===== src/rtl/iprds_pkg.sv =====
// Shared types, limits and codes for the integer pixel replicate/decimate scaler.
package iprds_pkg;

  localparam int MaxWidth  = 4096;
  localparam int MaxHeight = 4096;
  localparam int MaxFactor = 64;

  localparam int ColW     = $clog2(MaxWidth);
  localparam int RowW     = $clog2(MaxHeight);
  localparam int WidthW   = ColW + 1;
  localparam int HeightW  = RowW + 1;
  localparam int PhaseW   = $clog2(MaxFactor);
  localparam int FactorW  = PhaseW + 1;
  localparam int CfgDataW = (WidthW > HeightW) ? WidthW : HeightW;
  localparam int PadW     = 2;

  localparam int QDepth = 4;
  localparam int QPtrW  = $clog2(QDepth);
  localparam int QCntW  = $clog2(QDepth + 1);

  typedef enum logic [1:0] {
    CfgModeDown = 2'd0,
    CfgFactor   = 2'd1,
    CfgWidth    = 2'd2,
    CfgHeight   = 2'd3
  } cfg_idx_e;

  typedef struct packed {
    logic [7:0] blue;
    logic [7:0] green;
    logic [7:0] red;
  } in_word_t;

  typedef struct packed {
    logic [7:0]      out_blue;
    logic [7:0]      out_green;
    logic [7:0]      out_red;
    logic [PadW-1:0] pad_count;
    logic            row_last;
    logic            frame_last;
  } out_word_t;

  // Effective (already clamped) configuration.
  typedef struct packed {
    logic               mode_down;
    logic [FactorW-1:0] factor;
    logic [WidthW-1:0]  width;
    logic [HeightW-1:0] height;
  } cfg_t;

  // One queued job: a pixel and how many extra copies to emit.
  typedef struct packed {
    in_word_t          pixel;
    logic [PhaseW-1:0] reps;
    logic              row_last;
    logic              frame_last;
    logic [PadW-1:0]   pad;
  } cmd_t;

  typedef struct packed {
    logic full;
    logic empty;
  } q_status_t;

endpackage


===== src/rtl/integer_pixel_replicate_decimate_scaler.sv =====
// Path: an accepted pixel is written into the job queue and then loaded into the output register.
// Throughput: one output word per cycle while the output is not stalled and a job is queued;
// the back end's copy counter sets the input rate in enlarge mode, and shrink mode takes one source
// pixel per cycle until the 4-entry job queue fills; the queue lets input keep flowing while the output is stalled.
// Reset: asynchronous, active low; config returns to enlarge by 1 on a 1x1 image,
// position counters clear and the queue empties. Any config write restarts the frame.
module integer_pixel_replicate_decimate_scaler (
  input  logic                         clk_i,
  input  logic                         rst_ni,
  input  logic                         in_valid_i,
  output logic                         in_stall_o,
  input  iprds_pkg::in_word_t          in_word_i,
  output logic                         out_valid_o,
  input  logic                         out_stall_i,
  output iprds_pkg::out_word_t         out_word_o,
  input  logic                         cfg_valid_i,
  output logic                         cfg_ready_o,
  input  iprds_pkg::cfg_idx_e          cfg_index_i,
  input  logic [iprds_pkg::CfgDataW-1:0] cfg_data_i
);
  import iprds_pkg::*;

  cfg_t      cfg_q;
  logic      cfg_write;
  logic      push, pop;
  cmd_t      push_cmd, head;
  q_status_t q_status;

  logic [FactorW-1:0] fac_raw;
  logic [WidthW-1:0]  wid_raw;
  logic [HeightW-1:0] hgt_raw;

  // Config writes are always taken; hold them to idle periods upstream.
  assign cfg_ready_o = 1'b1;
  assign cfg_write   = cfg_valid_i && cfg_ready_o;
  assign fac_raw     = cfg_data_i[FactorW-1:0];
  assign wid_raw     = cfg_data_i[WidthW-1:0];
  assign hgt_raw     = cfg_data_i[HeightW-1:0];

  // Store clamped values so the datapath never sees a zero or oversized setting.
  always_ff @(posedge clk_i or negedge rst_ni) begin
    if (!rst_ni) begin
      cfg_q.mode_down <= 1'b0;
      cfg_q.factor    <= FactorW'(1);
      cfg_q.width     <= WidthW'(1);
      cfg_q.height    <= HeightW'(1);
    end else if (cfg_write) begin
      case (cfg_index_i)
        CfgModeDown: cfg_q.mode_down <= cfg_data_i[0];
        CfgFactor: begin
          if (fac_raw == '0) cfg_q.factor <= FactorW'(1);
          else if (fac_raw > FactorW'(MaxFactor)) cfg_q.factor <= FactorW'(MaxFactor);
          else cfg_q.factor <= fac_raw;
        end
        CfgWidth: begin
          if (wid_raw == '0) cfg_q.width <= WidthW'(1);
          else if (wid_raw > WidthW'(MaxWidth)) cfg_q.width <= WidthW'(MaxWidth);
          else cfg_q.width <= wid_raw;
        end
        CfgHeight: begin
          if (hgt_raw == '0) cfg_q.height <= HeightW'(1);
          else if (hgt_raw > HeightW'(MaxHeight)) cfg_q.height <= HeightW'(MaxHeight);
          else cfg_q.height <= hgt_raw;
        end
        default: cfg_q <= cfg_q;
      endcase
    end
  end

  // Front end: position tracking and keep/replicate decision per source word.
  iprds_front u_front (
    .clk_i       (clk_i),
    .rst_ni      (rst_ni),
    .cfg_i       (cfg_q),
    .cfg_clear_i (cfg_write),
    .in_valid_i  (in_valid_i),
    .in_stall_o  (in_stall_o),
    .in_word_i   (in_word_i),
    .q_status_i  (q_status),
    .push_o      (push),
    .cmd_o       (push_cmd)
  );

  // Decouple the two sides so each can stall on its own.
  iprds_queue u_queue (
    .clk_i      (clk_i),
    .rst_ni     (rst_ni),
    .push_i     (push),
    .push_cmd_i (push_cmd),
    .pop_i      (pop),
    .head_o     (head),
    .status_o   (q_status)
  );

  // Back end: emit each job's copies, one output word per cycle while the output is not stalled.
  iprds_back u_back (
    .clk_i       (clk_i),
    .rst_ni      (rst_ni),
    .head_i      (head),
    .q_status_i  (q_status),
    .pop_o       (pop),
    .out_valid_o (out_valid_o),
    .out_stall_i (out_stall_i),
    .out_word_o  (out_word_o)
  );

`ifndef SYNTHESIS
  a_frame_ends_row: assert property (@(posedge clk_i) disable iff (!rst_ni)
    out_valid_o && out_word_o.frame_last |-> out_word_o.row_last)
    else $error("frame end word without row end");

  a_pad_only_at_row_end: assert property (@(posedge clk_i) disable iff (!rst_ni)
    out_valid_o && !out_word_o.row_last |-> out_word_o.pad_count == '0)
    else $error("padding outside row end");

  a_pop_nonempty: assert property (@(posedge clk_i) disable iff (!rst_ni)
    pop |-> !q_status.empty)
    else $error("job popped from empty queue");

  a_push_not_full: assert property (@(posedge clk_i) disable iff (!rst_ni)
    push |-> !q_status.full)
    else $error("job pushed into full queue");
`endif

endmodule


===== src/rtl/iprds_front.sv =====
// Front end: accepts source pixels, tracks position and classifies each into a job.
module iprds_front (
  input  logic               clk_i,
  input  logic               rst_ni,
  input  iprds_pkg::cfg_t    cfg_i,
  input  logic               cfg_clear_i,
  input  logic               in_valid_i,
  output logic               in_stall_o,
  input  iprds_pkg::in_word_t in_word_i,
  input  iprds_pkg::q_status_t q_status_i,
  output logic               push_o,
  output iprds_pkg::cmd_t    cmd_o
);
  import iprds_pkg::*;

  logic [ColW-1:0]   src_col_q, src_col_d;
  logic [RowW-1:0]   src_row_q, src_row_d;
  logic [PhaseW-1:0] row_pass_q, row_pass_d;
  logic [PhaseW-1:0] col_phase_q, col_phase_d;
  logic [PhaseW-1:0] row_phase_q, row_phase_d;
  logic [1:0]        out_col_q, out_col_d;

  logic accept, col_end, row_end, pass_end;
  logic col_fit, row_fit, col_rl, row_rl, kept;
  logic [WidthW:0]    col_sum, col_sum2;
  logic [HeightW:0]   row_sum, row_sum2;
  logic [FactorW-1:0] col_ph_inc, row_ph_inc;
  logic [3:0]         pad_mul;

  always_comb begin
    accept   = in_valid_i && !q_status_i.full;
    col_end  = {1'b0, src_col_q} >= (cfg_i.width - WidthW'(1));
    row_end  = {1'b0, src_row_q} >= (cfg_i.height - HeightW'(1));
    pass_end = {1'b0, row_pass_q} >= (cfg_i.factor - FactorW'(1));

    // At phase zero the source column is out_col * k, so these sums test
    // whether this group and the next one still fit inside the source.
    col_sum  = (WidthW+1)'(src_col_q) + (WidthW+1)'(cfg_i.factor);
    col_sum2 = col_sum + (WidthW+1)'(cfg_i.factor);
    row_sum  = (HeightW+1)'(src_row_q) + (HeightW+1)'(cfg_i.factor);
    row_sum2 = row_sum + (HeightW+1)'(cfg_i.factor);
    col_fit  = col_sum <= (WidthW+1)'(cfg_i.width);
    row_fit  = row_sum <= (HeightW+1)'(cfg_i.height);
    col_rl   = col_sum2 > (WidthW+1)'(cfg_i.width);
    row_rl   = row_sum2 > (HeightW+1)'(cfg_i.height);
    kept     = (col_phase_q == '0) && (row_phase_q == '0) && col_fit && row_fit;

    pad_mul    = 4'(cfg_i.width[1:0]) * 4'(cfg_i.factor[1:0]);
    col_ph_inc = FactorW'(col_phase_q) + FactorW'(1);
    row_ph_inc = FactorW'(row_phase_q) + FactorW'(1);

    cmd_o.pixel = in_word_i;
    if (!cfg_i.mode_down) begin
      cmd_o.reps       = PhaseW'(cfg_i.factor - FactorW'(1));
      cmd_o.row_last   = col_end;
      cmd_o.frame_last = col_end && pass_end && row_end;
      cmd_o.pad        = pad_mul[1:0];
    end else begin
      cmd_o.reps       = '0;
      cmd_o.row_last   = col_rl;
      cmd_o.frame_last = col_rl && row_rl;
      cmd_o.pad        = out_col_q + 2'd1;
    end
    push_o     = accept && (!cfg_i.mode_down || kept);
    in_stall_o = q_status_i.full;

    src_col_d   = src_col_q;
    src_row_d   = src_row_q;
    row_pass_d  = row_pass_q;
    col_phase_d = col_phase_q;
    row_phase_d = row_phase_q;
    out_col_d   = out_col_q;
    if (!cfg_i.mode_down) begin
      if (!col_end) begin
        src_col_d = src_col_q + ColW'(1);
      end else begin
        src_col_d = '0;
        if (!pass_end) begin
          row_pass_d = row_pass_q + PhaseW'(1);
        end else begin
          row_pass_d = '0;
          src_row_d  = row_end ? '0 : src_row_q + RowW'(1);
        end
      end
    end else begin
      if (!col_end) begin
        src_col_d = src_col_q + ColW'(1);
        if (col_ph_inc >= cfg_i.factor) begin
          col_phase_d = '0;
          out_col_d   = out_col_q + 2'd1;
        end else begin
          col_phase_d = col_ph_inc[PhaseW-1:0];
        end
      end else begin
        src_col_d   = '0;
        col_phase_d = '0;
        out_col_d   = '0;
        if (row_end) begin
          src_row_d   = '0;
          row_phase_d = '0;
        end else begin
          src_row_d   = src_row_q + RowW'(1);
          row_phase_d = (row_ph_inc >= cfg_i.factor) ? '0 : row_ph_inc[PhaseW-1:0];
        end
      end
    end
  end

  always_ff @(posedge clk_i or negedge rst_ni) begin
    if (!rst_ni) begin
      src_col_q   <= '0;
      src_row_q   <= '0;
      row_pass_q  <= '0;
      col_phase_q <= '0;
      row_phase_q <= '0;
      out_col_q   <= '0;
    end else if (cfg_clear_i) begin
      src_col_q   <= '0;
      src_row_q   <= '0;
      row_pass_q  <= '0;
      col_phase_q <= '0;
      row_phase_q <= '0;
      out_col_q   <= '0;
    end else if (accept) begin
      src_col_q   <= src_col_d;
      src_row_q   <= src_row_d;
      row_pass_q  <= row_pass_d;
      col_phase_q <= col_phase_d;
      row_phase_q <= row_phase_d;
      out_col_q   <= out_col_d;
    end
  end

endmodule


===== src/rtl/iprds_queue.sv =====
// Short job queue between the front end and the back end.
module iprds_queue (
  input  logic                 clk_i,
  input  logic                 rst_ni,
  input  logic                 push_i,
  input  iprds_pkg::cmd_t      push_cmd_i,
  input  logic                 pop_i,
  output iprds_pkg::cmd_t      head_o,
  output iprds_pkg::q_status_t status_o
);
  import iprds_pkg::*;

  cmd_t             mem_q [QDepth];
  logic [QPtrW-1:0] wr_ptr_q, rd_ptr_q;
  logic [QCntW-1:0] count_q;
  logic             do_push, do_pop;

  always_comb begin
    status_o.full  = count_q == QCntW'(QDepth);
    status_o.empty = count_q == '0;
    do_push        = push_i && !status_o.full;
    do_pop         = pop_i && !status_o.empty;
    head_o         = mem_q[rd_ptr_q];
  end

  always_ff @(posedge clk_i) begin
    if (do_push) begin
      mem_q[wr_ptr_q] <= push_cmd_i;
    end
  end

  always_ff @(posedge clk_i or negedge rst_ni) begin
    if (!rst_ni) begin
      wr_ptr_q <= '0;
      rd_ptr_q <= '0;
      count_q  <= '0;
    end else begin
      if (do_push) begin
        wr_ptr_q <= wr_ptr_q + QPtrW'(1);
      end
      if (do_pop) begin
        rd_ptr_q <= rd_ptr_q + QPtrW'(1);
      end
      if (do_push && !do_pop) begin
        count_q <= count_q + QCntW'(1);
      end else if (do_pop && !do_push) begin
        count_q <= count_q - QCntW'(1);
      end
    end
  end

endmodule


===== src/rtl/iprds_back.sv =====
// Back end: replays each queued job into output words through an output register.
module iprds_back (
  input  logic                 clk_i,
  input  logic                 rst_ni,
  input  iprds_pkg::cmd_t      head_i,
  input  iprds_pkg::q_status_t q_status_i,
  output logic                 pop_o,
  output logic                 out_valid_o,
  input  logic                 out_stall_i,
  output iprds_pkg::out_word_t out_word_o
);
  import iprds_pkg::*;

  logic [PhaseW-1:0] rep_q;
  logic              out_valid_q;
  out_word_t         out_word_q, out_word_d;
  logic              can_load, last_rep;

  always_comb begin
    can_load = !out_valid_q || !out_stall_i;
    last_rep = rep_q == head_i.reps;
    pop_o    = can_load && !q_status_i.empty && last_rep;

    out_word_d.out_blue   = head_i.pixel.blue;
    out_word_d.out_green  = head_i.pixel.green;
    out_word_d.out_red    = head_i.pixel.red;
    out_word_d.row_last   = head_i.row_last && last_rep;
    out_word_d.frame_last = head_i.frame_last && last_rep;
    out_word_d.pad_count  = out_word_d.row_last ? head_i.pad : '0;
  end

  always_ff @(posedge clk_i or negedge rst_ni) begin
    if (!rst_ni) begin
      out_valid_q <= 1'b0;
      rep_q       <= '0;
    end else if (can_load) begin
      out_valid_q <= !q_status_i.empty;
      if (!q_status_i.empty) begin
        rep_q <= last_rep ? '0 : rep_q + PhaseW'(1);
      end
    end
  end

  always_ff @(posedge clk_i) begin
    if (can_load && !q_status_i.empty) begin
      out_word_q <= out_word_d;
    end
  end

  assign out_valid_o = out_valid_q;
  assign out_word_o  = out_word_q;

endmodule

===== config.mk =====
export PLATFORM = sky130hd
export DESIGN_NAME = integer_pixel_replicate_decimate_scaler
export DESIGN_NICKNAME = d
export VERILOG_FILES = /design/src/rtl/iprds_pkg.sv /design/src/rtl/integer_pixel_replicate_decimate_scaler.sv /design/src/rtl/iprds_front.sv /design/src/rtl/iprds_queue.sv /design/src/rtl/iprds_back.sv
export SDC_FILE = /design/constraint.sdc
export NUM_CORES = 1
export LEC_CHECK = 0
export BUFFER_PORTS_ARGS = -buffer_cell sky130_fd_sc_hd__buf_2
export CORE_ASPECT_RATIO = 0.5
export CORE_MARGIN = 2
export CORE_UTILIZATION = 53
export CTS_CLUSTER_DIAMETER = 80
export DETAILED_ROUTE_END_ITERATION = 6
export PLACE_DENSITY = 0.71
export SETUP_SLACK_MARGIN = 0.5
export SLEW_MARGIN = 20
export SYNTH_ARGS = -nofsm -noshare
export SYNTH_HDL_FRONTEND = slang
export SYNTH_SLANG_ARGS = --single-unit

===== constraint.sdc =====
create_clock -name clk_i -period 6.8 [get_ports clk_i]
set_input_delay 1.02 -clock clk_i [delete_from_list [all_inputs] [get_ports clk_i]]
set_output_delay 1.02 -clock clk_i [all_outputs]
set_load 0.1 [all_outputs]

==> impl_results.md <==
* Yosys cell types at 75
* CTS Hold Bufs at 0
* CTS tree: built
* Leakage power total at 6.63 nW
* Longest Clk Path Bufs at 3
* WL final at ~33 mm
* Startpoint types: flop
* Synth warn at 0
* Worst setup EP type: flop
* Final setup vio count at 0
* Vias per cell at 5.91
* Rows at 42
* Initial Utilization at 54.6%
* Post-route ant nets at 0
* CTS H-tree lvls at 1
* Via Count at between 10k and 15k
* Vias in the first global route at 10.2k
* First-pass GRT wire length at ~54 mm
* Fin nets at around 1.5k
* Internal Dissipation at 0.00360 W
* GPL Wtd Cong at 0.891
* Area of the die at approximately 0.029 mm²
* Sw power at between 0.002 and 0.0025 W
* Number of remaining DRC errors at 0
* HP Class: in2async
* Fmax achieved at between 0.15 and 0.2 GHz
* TritonCTS Buffers at 24
* Sequential share of power at between 30% and 40%
* Part of the power in combinational logic at a little under two fifths
* Synthesized instance count at 1,278
* Synth Register Bits at 256
* # placed instances at ~1.7k
* Hold Fails Final Rpt at 0
* Final Max Slew Viols at 0
* Sequential area share after synthesis at 49.5%
* Syn Std Cell Area at approximately 0.015 mm²
* Initial antenna violation count at 0
* # IOs at 75
* Largest fanout on the critical path at 13
* DRT Pass-1 Iters at 6
* CP Class: reg2reg
* Top FF cell, synth: edfxtp_1
* Final std cells w/o fill at roughly 1.7k
* DIE HEIGHT at about 120 µm
* Setup slack after layout at between 1 and 1.5 ns
* Area growth syn-to-layout at 11.2%
* Clk sinks at approximately 260
* CTS root buf: clkbuf_16
* Status: complete, no violations
* Clock Skew at roughly 0.017 ns
* Min Tclk post-route at 5.64 ns
* Clock network power share at 24.7%
* Critical Path RT at 7.02 ns
* Fillers at 2,101
* Crit path arrival time at 5.85 ns
* Post-synth top area share at between 30% and 40%
* IO Port Bufs at 73
* Final hold slack at ~0.4 ns
* Setup Buffers After CTS at 0
* Ranking of synthesized cells by area: edfxtp_1 34%, dfrtp_1 15%, ha_1 12%
* Detailed-placement wirelength estimate at approximately 24 mm
* Post-CTS Resized at 0
* Pre-CTS WS at ~1.3 ns
* Period utilisation layout at 82.9%
* Share of layout cells above drive strength 1 at between 10% and 20%
* Sw Share at roughly two fifths
* Synth area leader: edfxtp_1
* Core ar. at about 0.027 mm²
* Clock latency on the worst-skew pair at around 0.54 ns
* Grt ovf at 0
* Die W at around 240 µm
* Syn Nets at between 1k and 1.5k
* Max_slew headroom at 41.9%
* Actual slew at the worst max-slew pin at ~0.87 ns
* RSZ-0062 raised after global routing: no
* Final setup TNS at 0 ns
* Reg clk slew, reported paths at 0.07 ns
* Wire per inst at 18.9 µm
* Power per cell area at around 360 mW/mm²
* Initial drt markers at a little over 700
* Avg Cell Area, Syn at 11.4 µm²
* Total GRT Usage at between 20% and 30%
* Total of max-cap violations at 0
* Peak supply drop at approximately 0.21 mV
* Tot Pwr at slightly below 0.006 W
* Post-synth EDFFs at about 160
* Ys async rst share at about 36%
* Pin count of the biggest net entering global routing at 66
## stage by stage
stage	util, %	cell area (µm²)
4_1_cts	60.7	16200
2_1_floorplan	-	14600
6_report	60.8	16300
3_5_place_dp	57.5	15400
5_1_grt	60.8	16300
3_3_place_gp	57.5	15400
## logic make-up after synthesis
kind of cell	after synthesis	synth area share, %
buf+inv	108	2.83
mux	42	5.83
simple gates	365	12.4
flops	256	49.5
compound gates	283	12.1
fa+ha+maj	146	12.7
other cells	1	0.0257
xor+xnor	77	4.61
## state kept, by name, summed over array words and instances, names as in the netlist
signal / cells
u_queue.mem_q: 136
cfg_q: 34
u_back.out_word_o: 28
u_front.src_col_q: 12
u_front.src_row_q: 12
u_back.rep_q: 6
u_front.col_phase_q: 6
u_front.row_pass_q: 6
u_front.row_phase_q: 6
u_queue.count_q: 3
u_front.out_col_q: 2
u_queue.rd_ptr_q: 2
u_queue.wr_ptr_q: 2
u_back.out_valid_o: 1
## Yosys cell counts (4+ instances only)
cell type	n
nor2b_1	10
mux2_2	5
and2_1	7
o31ai_1	7
o21ai_0	105
xnor2_1	64
nand2_1	118
a21boi_0	6
and3_1	23
nor4_1	6
nand3_1	39
edfxtp_1	164
mux4_2	34
a21oi_1	60
o21a_1	12
fa_1	5
a21o_1	20
buf_2	4
nand4_1	13
o211ai_1	6
a211oi_1	8
buf_1	4
a31oi_1	11
or3_1	7
o21bai_1	5
o31a_1	5
xor2_1	13
nor2_1	71
nand2b_1	30
o21ai_1	4
nor3_1	16
dfrtp_1	89
ha_1	140
inv_1	81
clkbuf_1	18
and4_1	4
or4_1	5
## metal layers
layer	vias to the layer above	track usage, %	wire length (µm)
li1	4902	-	-
met1	5002	33.6	15300
met2	278	38.8	15100
met3	47	3.43	1720
met4	0	5.16	610
met5	-	0	0
## power by group through the flow
stage / Combinational (W) / Sequential [W] / Clock, W
after floorplan: 0.00124 / 0.00265 / 0
after global placement: 0.00211 / 0.00225 / 0
after detailed placement: 0.00215 / 0.00227 / 0
after CTS: 0.00216 / 0.00224 / 0.00147
after global routing: 0.00238 / 0.00228 / 0.00154
final: 0.00215 / 0.00224 / 0.00144
## layout make-up
class | count | area, µm² | area share, %
clock inverter | 16 | 210 | 1.29
clock buffer | 28 | 646 | 3.97
sequential | 256 | 7230 | 44.5
inverter | 81 | 304 | 1.87
antenna | 1 | 2.50 | 0.0154
tap | 352 | 440 | 2.71
multi-input combinational | 914 | 6980 | 42.9
timing repair buffer | 83 | 443 | 2.72
## path summary, 6_finish.rpt
| path | startpoint | end | slack (ns) | depth (start not counted) |
|---|---|---|---|---|
| min reg2reg | cfg_q[24]$_DFFE_PN0P_ | cfg_q[24]$_DFFE_PN0P_ | 0.49 | 2 |
| min in group clk_i | cfg_q[24]$_DFFE_PN0P_ | cfg_q[24]$_DFFE_PN0P_ | 0.49 | 2 |
| max in group asynchronous | rst_ni | u_queue.rd_ptr_q[0]$_DFFE_PN0P_ | 5.14 | 2 |
| min | rst_ni | cfg_q[12]$_DFFE_PN0P_ | 0.40 | 1 |
| max reg2reg | cfg_q[26]$_DFFE_PN1P_ | u_queue.mem_q[3][2]$_DFFE_PP_ | 1.16 | 19 |
| max | cfg_q[26]$_DFFE_PN1P_ | u_queue.mem_q[3][2]$_DFFE_PP_ | 1.16 | 19 |
## worst max-delay path: stages, from the launching register on
cell,delay [ns]
dfstp_2,0.70
ha_1,0.26
inv_1,0.07
fa_1,0.41
nor2b_1,0.17
o31a_1,0.22
a21oi_1,0.09
ha_1,0.34
a21boi_0,0.26
o21ai_0,0.15
a21boi_0,0.33
o21ai_0,0.16
xnor2_1,0.17
ha_1,0.31
a21o_1,0.18
a21o_1,0.17
a211oi_1,0.28
o22ai_1,0.13
o21ai_0,0.60
o32ai_1,0.29
## cell usage in the layout (no fill, tap or decap), types with 5 or more instances in the layout
master	n
and3_1	23
a211oi_1	8
mux4_2	34
inv_1	81
mux2_2	5
ha_1	140
nand4_1	13
nor3_1	15
and2_1	7
dfrtp_1	88
xor2_1	13
o21ai_0	105
clkbuf_16	24
buf_4	11
fa_1	5
a21boi_0	6
a21oi_1	60
buf_2	72
a21o_1	20
nor4_1	6
o31ai_1	7
nand2b_1	30
nor2b_1	10
nand3_1	39
o21bai_1	5
nand2_1	118
edfxtp_1	164
xnor2_1	64
clkinv_2	5
or4_1	5
o31a_1	5
o21a_1	12
nor2_1	71
o211ai_1	6
a31oi_1	11
or3_1	7
Power figures use the tool's default switching activity.
